## config.mk

```make
export PLATFORM = sky130hd
export DESIGN_NAME = derivative_peak_finder_unit
export DESIGN_NICKNAME = d
export VERILOG_FILES = /design/src/rtl/dpf_pkg.sv /design/src/rtl/dpf_csr_regs.sv /design/src/rtl/dpf_judge.sv /design/src/rtl/derivative_peak_finder_unit.sv
export SDC_FILE = /design/constraint.sdc
export NUM_CORES = 1
export LEC_CHECK = 0
export BUFFER_PORTS_ARGS = -buffer_cell sky130_fd_sc_hd__buf_2
export CAP_MARGIN = 20
export CORE_MARGIN = 3
export CORE_UTILIZATION = 61
export DETAILED_ROUTE_END_ITERATION = 10
export PLACE_DENSITY = 0.9
export SLEW_MARGIN = 20
export SYNTH_ARGS = -nofsm -noshare
export SYNTH_HDL_FRONTEND = slang
export SYNTH_HIERARCHICAL = 1
export SYNTH_SLANG_ARGS = --single-unit
export TNS_END_PERCENT = 100
```

## constraint.sdc

```tcl
create_clock -name clock -period 12.9 [get_ports clock]
set_clock_uncertainty 0.2 [all_clocks]
set_input_delay 1.935 -clock clock [delete_from_list [all_inputs] [get_ports clock]]
set_output_delay 1.935 -clock clock [all_outputs]
set_load 0.02 [all_outputs]
```

## src/rtl/dpf_pkg.sv

```systemverilog
// Shared types and constants for the derivative peak finder.
// Used by dpf_csr_regs, dpf_judge and derivative_peak_finder_unit; no dependencies.

package dpf_pkg;

   // Configuration port
   localparam int CSR_INDEX_W = 3;
   localparam int CSR_DATA_W  = 15;

   typedef enum logic [CSR_INDEX_W-1:0] {
      REG_RECORD_LENGTH    = 3'd0,
      REG_HEIGHT_THRESHOLD = 3'd1,
      REG_STEP_THRESHOLD   = 3'd2,
      REG_SLOPE_THRESHOLD  = 3'd3,
      REG_MAX_PEAKS        = 3'd4
   } dpf_reg_type;

   // Field widths fixed by the interface
   localparam int LENGTH_W    = 13;
   localparam int THRESHOLD_W = 15;
   localparam int COUNT_W     = 8;
   localparam int POSITION_W  = 12;
   localparam int INDEX_W     = 13;

   // Record limits
   localparam logic [LENGTH_W-1:0] MAX_SAMPLES = 13'd4096;
   localparam logic [INDEX_W:0]    EDGE_GUARD  = 14'd64;
   localparam logic [INDEX_W-1:0]  INDEX_MAX   = 13'd8191;

   // Reset values of the registers
   localparam logic [LENGTH_W-1:0]    RESET_RECORD_LENGTH    = 13'd1024;
   localparam logic [THRESHOLD_W-1:0] RESET_HEIGHT_THRESHOLD = 15'd256;
   localparam logic [THRESHOLD_W-1:0] RESET_STEP_THRESHOLD   = 15'd64;
   localparam logic [THRESHOLD_W-1:0] RESET_SLOPE_THRESHOLD  = 15'd45;
   localparam logic [COUNT_W-1:0]     RESET_MAX_PEAKS        = 8'd200;

   // Result kinds
   localparam logic KIND_PEAK  = 1'b0;
   localparam logic KIND_COUNT = 1'b1;

   typedef struct packed {
      logic [LENGTH_W-1:0]    record_length;
      logic [THRESHOLD_W-1:0] height_threshold;
      logic [THRESHOLD_W-1:0] step_threshold;
      logic [THRESHOLD_W-1:0] slope_threshold;
      logic [COUNT_W-1:0]     max_peaks;
   } dpf_cfg_type;

   typedef struct packed {
      logic                  emit;
      logic                  kind;
      logic [POSITION_W-1:0] position;
      logic [COUNT_W-1:0]    total;
   } dpf_result_type;

endpackage

```

## src/rtl/dpf_csr_regs.sv

```systemverilog
// Configuration registers of the derivative peak finder.
// Depends on dpf_pkg for register indexes, widths and reset values.

module dpf_csr_regs (
   input  logic                            clock,
   input  logic                            reset,
   input  logic                            csr_write_en,
   input  logic [dpf_pkg::CSR_INDEX_W-1:0] csr_index,
   input  logic [dpf_pkg::CSR_DATA_W-1:0]  csr_wdata,
   output dpf_pkg::dpf_cfg_type            cfg
);
   import dpf_pkg::*;

   dpf_cfg_type cfg_ff;
   dpf_cfg_type cfg_in;

   always_comb begin
      cfg_in = cfg_ff;
      if (csr_write_en) begin
         unique case (csr_index)
            REG_RECORD_LENGTH:    cfg_in.record_length    = csr_wdata[LENGTH_W-1:0];
            REG_HEIGHT_THRESHOLD: cfg_in.height_threshold = csr_wdata[THRESHOLD_W-1:0];
            REG_STEP_THRESHOLD:   cfg_in.step_threshold   = csr_wdata[THRESHOLD_W-1:0];
            REG_SLOPE_THRESHOLD:  cfg_in.slope_threshold  = csr_wdata[THRESHOLD_W-1:0];
            REG_MAX_PEAKS:        cfg_in.max_peaks        = csr_wdata[COUNT_W-1:0];
            default:              cfg_in = cfg_ff;  // drop writes to unused indexes
         endcase
      end
   end

   always_ff @(posedge clock) begin
      if (reset) begin
         cfg_ff.record_length    <= RESET_RECORD_LENGTH;
         cfg_ff.height_threshold <= RESET_HEIGHT_THRESHOLD;
         cfg_ff.step_threshold   <= RESET_STEP_THRESHOLD;
         cfg_ff.slope_threshold  <= RESET_SLOPE_THRESHOLD;
         cfg_ff.max_peaks        <= RESET_MAX_PEAKS;
      end else begin
         cfg_ff <= cfg_in;
      end
   end

   assign cfg = cfg_ff;

endmodule

```

## src/rtl/dpf_judge.sv

```systemverilog
// Sample window, record counters and peak qualification of the peak finder.
// Depends on dpf_pkg; state advances only when the top level moves the staged word on.

module dpf_judge #(
   parameter int SAMPLE_BITS = 16
) (
   input  logic                          clock,
   input  logic                          reset,
   input  dpf_pkg::dpf_cfg_type          cfg,
   input  logic                          stage_valid,
   input  logic                          advance,
   input  logic signed [SAMPLE_BITS-1:0] stage_amplitude,
   input  logic signed [SAMPLE_BITS-1:0] stage_first_derivative,
   input  logic signed [SAMPLE_BITS-1:0] stage_second_derivative,
   input  logic                          stage_end_of_record,
   output dpf_pkg::dpf_result_type       result,
   output logic signed [SAMPLE_BITS-1:0] result_height
);
   import dpf_pkg::*;

   localparam int CMP_W = ((SAMPLE_BITS > THRESHOLD_W) ? SAMPLE_BITS : THRESHOLD_W) + 2;
   localparam int SEXT_W = CMP_W - SAMPLE_BITS;
   localparam int ZEXT_W = CMP_W - THRESHOLD_W;

   logic signed [SAMPLE_BITS-1:0] amp_win_ff [2];
   logic signed [SAMPLE_BITS-1:0] slope_win_ff [2];
   logic signed [SAMPLE_BITS-1:0] curv_ff;
   logic [INDEX_W-1:0]            index_ff;
   logic [INDEX_W-1:0]            index_in;
   logic [COUNT_W-1:0]            peaks_ff;
   logic [COUNT_W-1:0]            peaks_in;

   logic [LENGTH_W-1:0]   len_cap;
   logic [INDEX_W-1:0]    pos;
   logic                  in_range;
   logic                  below_max;
   logic                  judged;
   logic                  qualifies;
   logic signed [CMP_W-1:0] a_prev, a_cur, a_new, f_prev, f_cur, f_new;
   logic signed [CMP_W-1:0] hth, sth, lth, lth_neg;
   logic                  c_height, c_slope, c_step, c_turn;

   always_comb begin
      len_cap   = (cfg.record_length > MAX_SAMPLES) ? MAX_SAMPLES : cfg.record_length;
      pos       = index_ff - INDEX_W'(2);
      in_range  = (index_ff > INDEX_W'(1)) &&
                  (({1'b0, pos} + EDGE_GUARD) < {1'b0, len_cap});
      below_max = peaks_ff < cfg.max_peaks;

      a_prev = $signed({{SEXT_W{amp_win_ff[0][SAMPLE_BITS-1]}}, amp_win_ff[0]});
      a_cur  = $signed({{SEXT_W{amp_win_ff[1][SAMPLE_BITS-1]}}, amp_win_ff[1]});
      a_new  = $signed({{SEXT_W{stage_amplitude[SAMPLE_BITS-1]}}, stage_amplitude});
      f_prev = $signed({{SEXT_W{slope_win_ff[0][SAMPLE_BITS-1]}}, slope_win_ff[0]});
      f_cur  = $signed({{SEXT_W{slope_win_ff[1][SAMPLE_BITS-1]}}, slope_win_ff[1]});
      f_new  = $signed({{SEXT_W{stage_first_derivative[SAMPLE_BITS-1]}},
                        stage_first_derivative});
      hth     = $signed({{ZEXT_W{1'b0}}, cfg.height_threshold});
      sth     = $signed({{ZEXT_W{1'b0}}, cfg.step_threshold});
      lth     = $signed({{ZEXT_W{1'b0}}, cfg.slope_threshold});
      lth_neg = -lth;

      c_height = a_cur > hth;
      c_slope  = (f_cur <<< 1) < lth;
      c_step   = ((a_cur - a_prev) > sth) || ((a_new - a_cur) < sth);
      c_turn   = (f_prev > lth) || (f_new < lth_neg);
      qualifies = c_height && c_slope && curv_ff[SAMPLE_BITS-1] && c_step && c_turn;

      judged = !stage_end_of_record && in_range && below_max && qualifies;

      result.emit     = stage_valid && (stage_end_of_record || judged);
      result.kind     = stage_end_of_record ? KIND_COUNT : KIND_PEAK;
      result.position = stage_end_of_record ? '0 : pos[POSITION_W-1:0];
      result.total    = stage_end_of_record ? peaks_ff : peaks_ff + COUNT_W'(1);
      result_height   = stage_end_of_record ? '0 : amp_win_ff[1];

      // the flagged word closes the record; otherwise count up and saturate
      if (stage_end_of_record) begin
         index_in = '0;
         peaks_in = '0;
      end else begin
         index_in = (index_ff != INDEX_MAX) ? index_ff + INDEX_W'(1) : index_ff;
         peaks_in = judged ? peaks_ff + COUNT_W'(1) : peaks_ff;
      end
   end

   always_ff @(posedge clock) begin
      if (reset) begin
         index_ff <= '0;
         peaks_ff <= '0;
      end else if (advance) begin
         index_ff <= index_in;
         peaks_ff <= peaks_in;
      end
   end

   // window payload: only read once two samples of the record have passed
   always_ff @(posedge clock) begin
      if (advance) begin
         amp_win_ff[0]   <= amp_win_ff[1];
         amp_win_ff[1]   <= stage_amplitude;
         slope_win_ff[0] <= slope_win_ff[1];
         slope_win_ff[1] <= stage_first_derivative;
         curv_ff         <= stage_second_derivative;
      end
   end

endmodule

```

## src/rtl/derivative_peak_finder_unit.sv

```systemverilog
// Top level of the derivative peak finder: input stage, result register and assertions.
// Depends on dpf_pkg, dpf_csr_regs and dpf_judge.
//
//   Channel  Direction  Handshake              Word
//   req_     in         req_valid / req_stall  amplitude, derivatives, end of record
//   rsp_     out        rsp_valid / rsp_stall  kind, position, height, total
//   csr_     in         csr_write_en           register index, data
//
// One word is accepted per cycle while req_stall is low; a result passes from its word's
// input register through the judging logic into the result register.
// Synchronous active-high reset clears the record counters and both valid flags.
// A held rsp_stall blocks the input stage only when it holds a word that yields
// a result; words yielding none keep flowing past a stalled result.

module derivative_peak_finder_unit #(
   parameter int SAMPLE_BITS = 16
) (
   input  logic                                 clock,
   input  logic                                 reset,
   input  logic                                 req_valid,
   output logic                                 req_stall,
   input  logic signed [SAMPLE_BITS-1:0]        req_sample_amplitude,
   input  logic signed [SAMPLE_BITS-1:0]        req_first_derivative,
   input  logic signed [SAMPLE_BITS-1:0]        req_second_derivative,
   input  logic                                 req_end_of_record,
   output logic                                 rsp_valid,
   input  logic                                 rsp_stall,
   output logic                                 rsp_result_kind,
   output logic [dpf_pkg::POSITION_W-1:0]       rsp_peak_position,
   output logic signed [SAMPLE_BITS-1:0]        rsp_peak_height,
   output logic [dpf_pkg::COUNT_W-1:0]          rsp_peak_total,
   input  logic                                 csr_write_en,
   input  logic [dpf_pkg::CSR_INDEX_W-1:0]      csr_index,
   input  logic [dpf_pkg::CSR_DATA_W-1:0]       csr_wdata
);
   import dpf_pkg::*;

   dpf_cfg_type    cfg;
   dpf_result_type result;
   logic signed [SAMPLE_BITS-1:0] result_height;

   logic                          stage_valid_ff, stage_valid_in;
   logic signed [SAMPLE_BITS-1:0] stage_amp_ff, stage_fd_ff, stage_sd_ff;
   logic                          stage_eor_ff;
   logic                          rsp_valid_ff, rsp_valid_in;
   logic                          rsp_kind_ff;
   logic [POSITION_W-1:0]         rsp_pos_ff;
   logic signed [SAMPLE_BITS-1:0] rsp_height_ff;
   logic [COUNT_W-1:0]            rsp_total_ff;
   logic                          out_free;
   logic                          advance;
   logic                          accept;

   dpf_csr_regs u_csr (
      .clock        (clock),
      .reset        (reset),
      .csr_write_en (csr_write_en),
      .csr_index    (csr_index),
      .csr_wdata    (csr_wdata),
      .cfg          (cfg)
   );

   dpf_judge #(
      .SAMPLE_BITS (SAMPLE_BITS)
   ) u_judge (
      .clock                   (clock),
      .reset                   (reset),
      .cfg                     (cfg),
      .stage_valid             (stage_valid_ff),
      .advance                 (advance),
      .stage_amplitude         (stage_amp_ff),
      .stage_first_derivative  (stage_fd_ff),
      .stage_second_derivative (stage_sd_ff),
      .stage_end_of_record     (stage_eor_ff),
      .result                  (result),
      .result_height           (result_height)
   );

   always_comb begin
      out_free  = !rsp_valid_ff || !rsp_stall;
      advance   = stage_valid_ff && (out_free || !result.emit);
      req_stall = stage_valid_ff && !advance;
      accept    = req_valid && !req_stall;

      priority if (accept)  stage_valid_in = 1'b1;
      else if (advance)     stage_valid_in = 1'b0;
      else                  stage_valid_in = stage_valid_ff;

      // load a new result, else drop the old one once taken
      priority if (advance && result.emit) rsp_valid_in = 1'b1;
      else if (!rsp_stall)                 rsp_valid_in = 1'b0;
      else                                 rsp_valid_in = rsp_valid_ff;
   end

   always_ff @(posedge clock) begin
      if (reset) begin
         stage_valid_ff <= 1'b0;
         rsp_valid_ff   <= 1'b0;
      end else begin
         stage_valid_ff <= stage_valid_in;
         rsp_valid_ff   <= rsp_valid_in;
      end
   end

   always_ff @(posedge clock) begin
      if (accept) begin
         stage_amp_ff <= req_sample_amplitude;
         stage_fd_ff  <= req_first_derivative;
         stage_sd_ff  <= req_second_derivative;
         stage_eor_ff <= req_end_of_record;
      end
      if (advance && result.emit) begin
         rsp_kind_ff   <= result.kind;
         rsp_pos_ff    <= result.position;
         rsp_height_ff <= result_height;
         rsp_total_ff  <= result.total;
      end
   end

   assign rsp_valid         = rsp_valid_ff;
   assign rsp_result_kind   = rsp_kind_ff;
   assign rsp_peak_position = rsp_pos_ff;
   assign rsp_peak_height   = rsp_height_ff;
   assign rsp_peak_total    = rsp_total_ff;

   // Stage is only stalled while it holds a word
   a_stall_needs_word: assert property (@(posedge clock) disable iff (reset)
      req_stall |-> stage_valid_ff)
      else $error("input stalled with an empty stage");

   // Never overwrite a result that is still held
   a_no_overwrite: assert property (@(posedge clock) disable iff (reset)
      (advance && result.emit) |-> out_free)
      else $error("result register overwritten while stalled");

   // A stalled stage keeps its word
   a_stage_held: assert property (@(posedge clock) disable iff (reset)
      (stage_valid_ff && !advance) |=> (stage_valid_ff && $stable(stage_eor_ff)))
      else $error("staged word lost");

   // A peak result always counts itself
   a_peak_counted: assert property (@(posedge clock) disable iff (reset)
      (rsp_valid_ff && (rsp_kind_ff == KIND_PEAK)) |-> (rsp_total_ff != '0))
      else $error("peak reported with zero total");

endmodule

```

==> flow_metrics.env <==
export IMPL_dieArea_um2=23100
export IMPL_wl_per_cell_um=18.0
export IMPL_top_layer="met4"
export IMPL_cap_violations=0
export IMPL_core_area_um2=20600
export IMPL_start_kind="flop"
export IMPL_p_int_mw=1.27
export IMPL_ant_nets=0
export IMPL_period_share_pct=58.6
export IMPL_clk_latency_ps=530
export IMPL_switching_power_mw=0.422
export IMPL_remaining_drc_errors=0
export IMPL_vias=9605
export IMPL_p_comb_share_pct=12.1
export IMPL_grt_pass1_wl_mm=47.6
export IMPL_nNetsFinal=1565
export IMPL_io_pins=111
export IMPL_synth_cell_area_um2=13000
export IMPL_p_leak_nw=6.18
export IMPL_clock_sinks=225
export IMPL_grt_pass1_vias=9614
export IMPL_wl_met3_mm=1.53
export IMPL_cp_top_family="compound AO/OA/AOI/OAI gates"
export IMPL_crit_path_end_kind="flop"
export IMPL_syn_to_final_growth_pct=11.6
export IMPL_ir_drop_mv=0.143
export IMPL_crit_start="u_judge/amp_win_ff[0][16]$_DFFE_PP_"
export IMPL_root_buffer="clkbuf_16"
export IMPL_drt_initial_drc_count=760
export IMPL_grt_max_degree=104
export IMPL_fin_crit_ps=7560
export IMPL_cts_max_level=1
export IMPL_finalSetupViolCount=0
export IMPL_cts_tree="done"
export IMPL_routed_wl_mm=29.4
export IMPL_pre_cts_slack_ps=5330
export IMPL_path_class="flop to flop"
export IMPL_worstPathRequired_ps=13150
export IMPL_yosysWarnings=6
export IMPL_grt_overflow_total=0
export IMPL_initial_utilization_pct=63.2
export IMPL_relSlewSlack_pct=33.2
export IMPL_nFillCells=1422
export IMPL_cts_made_buffers=25
export IMPL_hold_path_class="flop to flop"
export IMPL_dr_pass1_iters=7
export IMPL_crit_buf_inv=4
export IMPL_r2r_setup_slack_ps=5340
export IMPL_ctsHoldBuffers=0
export IMPL_layout_drive_gt1_share_pct=11.7
export IMPL_r2r_cells=30
export IMPL_antenna_found_initial=0
export IMPL_setup_slack_ps=5340
export IMPL_r2r_start="u_judge/amp_win_ff[0][16]$_DFFE_PP_"
export IMPL_postCtsSetupBuffers=0
export IMPL_swShare_pct=24.9
export IMPL_crit_fanout=69
export IMPL_slowest_stage="buf_4"
export IMPL_path_clk_slew_ps=60
export IMPL_hold_viol_final=0
export IMPL_dr_wl_met2_mm=14.6
export IMPL_avgSynthCellArea_um2=10.4
export IMPL_clock_fmax_mhz=132
export IMPL_grtUsageTotal_pct=24.6
export IMPL_slowest_delay_ps=730
export IMPL_die_x_um=152
export IMPL_run_status="complete, no violations"
export IMPL_finalMaxSlewViolations=0
export IMPL_postPlaceCellArea_um2=13700
export IMPL_tns_ps=0
export IMPL_p_seq_share_pct=47.2
export IMPL_syn_inst=1252
export IMPL_io_buffers=95
export IMPL_clockBufferDepth=3
export IMPL_place_congestion=0.932
export IMPL_rsz0062_at_grt="no"
export IMPL_fin_area_um2=14500
export IMPL_cts_resized=0
export IMPL_cp_depth=30
export IMPL_dp_hpwl_mm=21.5
export IMPL_placementRows=52
export IMPL_wl_met1_mm=12.5
export IMPL_cp_endpoint="u_judge/index_ff[11]$_SDFFE_PP0P_"
export IMPL_tightest_slew_ps=997
export IMPL_syn_nets=1476
export IMPL_vias_per_cell=5.89
export IMPL_die_y_um=152
export IMPL_crit_arrival_ps=7810
export IMPL_p_clk_share_pct=40.7
export IMPL_p_per_area_nw_per_um2=117
export IMPL_crit_reg2reg_capture="u_judge/index_ff[11]$_SDFFE_PP0P_"
==> how the worst min path moves through the flow <==
stage / startpoint / to / slack [ps] / depth (start not counted)
final: stage_sd_ff[15]$_DFFE_PP_ / u_judge/curv_ff[15]$_DFFE_PP_ / 220 / 0
after global routing: stage_sd_ff[15]$_DFFE_PP_ / u_judge/curv_ff[15]$_DFFE_PP_ / 230 / 0
after CTS: stage_sd_ff[15]$_DFFE_PP_ / u_judge/curv_ff[15]$_DFFE_PP_ / 220 / 0
after detailed placement: stage_sd_ff[15]$_DFFE_PP_ / u_judge/curv_ff[15]$_DFFE_PP_ / 210 / 0
after global placement: stage_sd_ff[15]$_DFFE_PP_ / u_judge/curv_ff[15]$_DFFE_PP_ / 210 / 0
after floorplan: stage_sd_ff[15]$_DFFE_PP_ / u_judge/curv_ff[15]$_DFFE_PP_ / 200 / 0
==> cells in the final DEF, fill, tap and decap left out, types with 12 or more instances in the layout <==
master / n
a211oi_1: 12
a21o_1: 12
a21oi_1: 65
a31oi_1: 16
buf_2: 95
clkbuf_16: 27
dfxtp_1: 89
edfxtp_1: 136
ha_1: 150
inv_1: 116
mux2i_1: 70
nand2_1: 55
nand2b_1: 83
nand3_1: 24
nand4_1: 18
nor2_1: 103
nor2b_1: 17
nor4_1: 17
o21a_1: 14
o21ai_0: 36
xnor2_1: 40
xor2_1: 23
==> power groups by stage <==
stage	clock (mW)	sequential, mW	combinational (mW)
finish	0.690	0.801	0.205
global route	0.730	0.803	0.230
CTS	0.700	0.801	0.204
detailed placement	0	0.816	0.201
floorplan	0	0.813	0.144
global placement	0	0.814	0.191
==> stage by stage <==
step,power (mW),hold slack (ps),util (%),cells
finish,1.70,215,70.5,1631
global route,1.76,231,70.5,1630
CTS,1.70,217,70.5,1630
detailed placement,1.02,207,66.6,1584
global placement,1.01,212,66.6,1584
floorplan,0.957,200,-,1252
==> area by class of cell <==
class	count	area [um^2]	share of cell area, %
sequential	225	5870	40.3
multi-input combinational	873	6570	45.2
inverter	115	432	2.97
clock inverter	11	70.1	0.482
tap	270	338	2.32
clock buffer	35	738	5.08
antenna	1	2.50	0.0172
timing repair buffer	101	520	3.58
==> per-layer routing <==
layer | up-vias | track usage [%]
li1 | 4657 | -
met1 | 4595 | 31.2
met2 | 295 | 43.9
met3 | 58 | 3.33
met4 | 0 | 7.58
met5 | - | 0
==> registers in the layout, summed over array words and instances (netlist names) <==
name	cells
stage_sd_ff	1
stage_fd_ff	16
u_judge/amp_win_ff	32
u_judge/slope_win_ff	32
u_csr/cfg	66
stage_eor_ff	1
u_judge/index_ff	13
stage_valid_ff	1
u_judge/curv_ff	1
stage_amp_ff	16
rsp_valid	1
rsp_peak_position	12
rsp_peak_height	16
u_judge/peaks_ff	8
rsp_result_kind	1
rsp_peak_total	8
(Power assumes the default switching activity.)
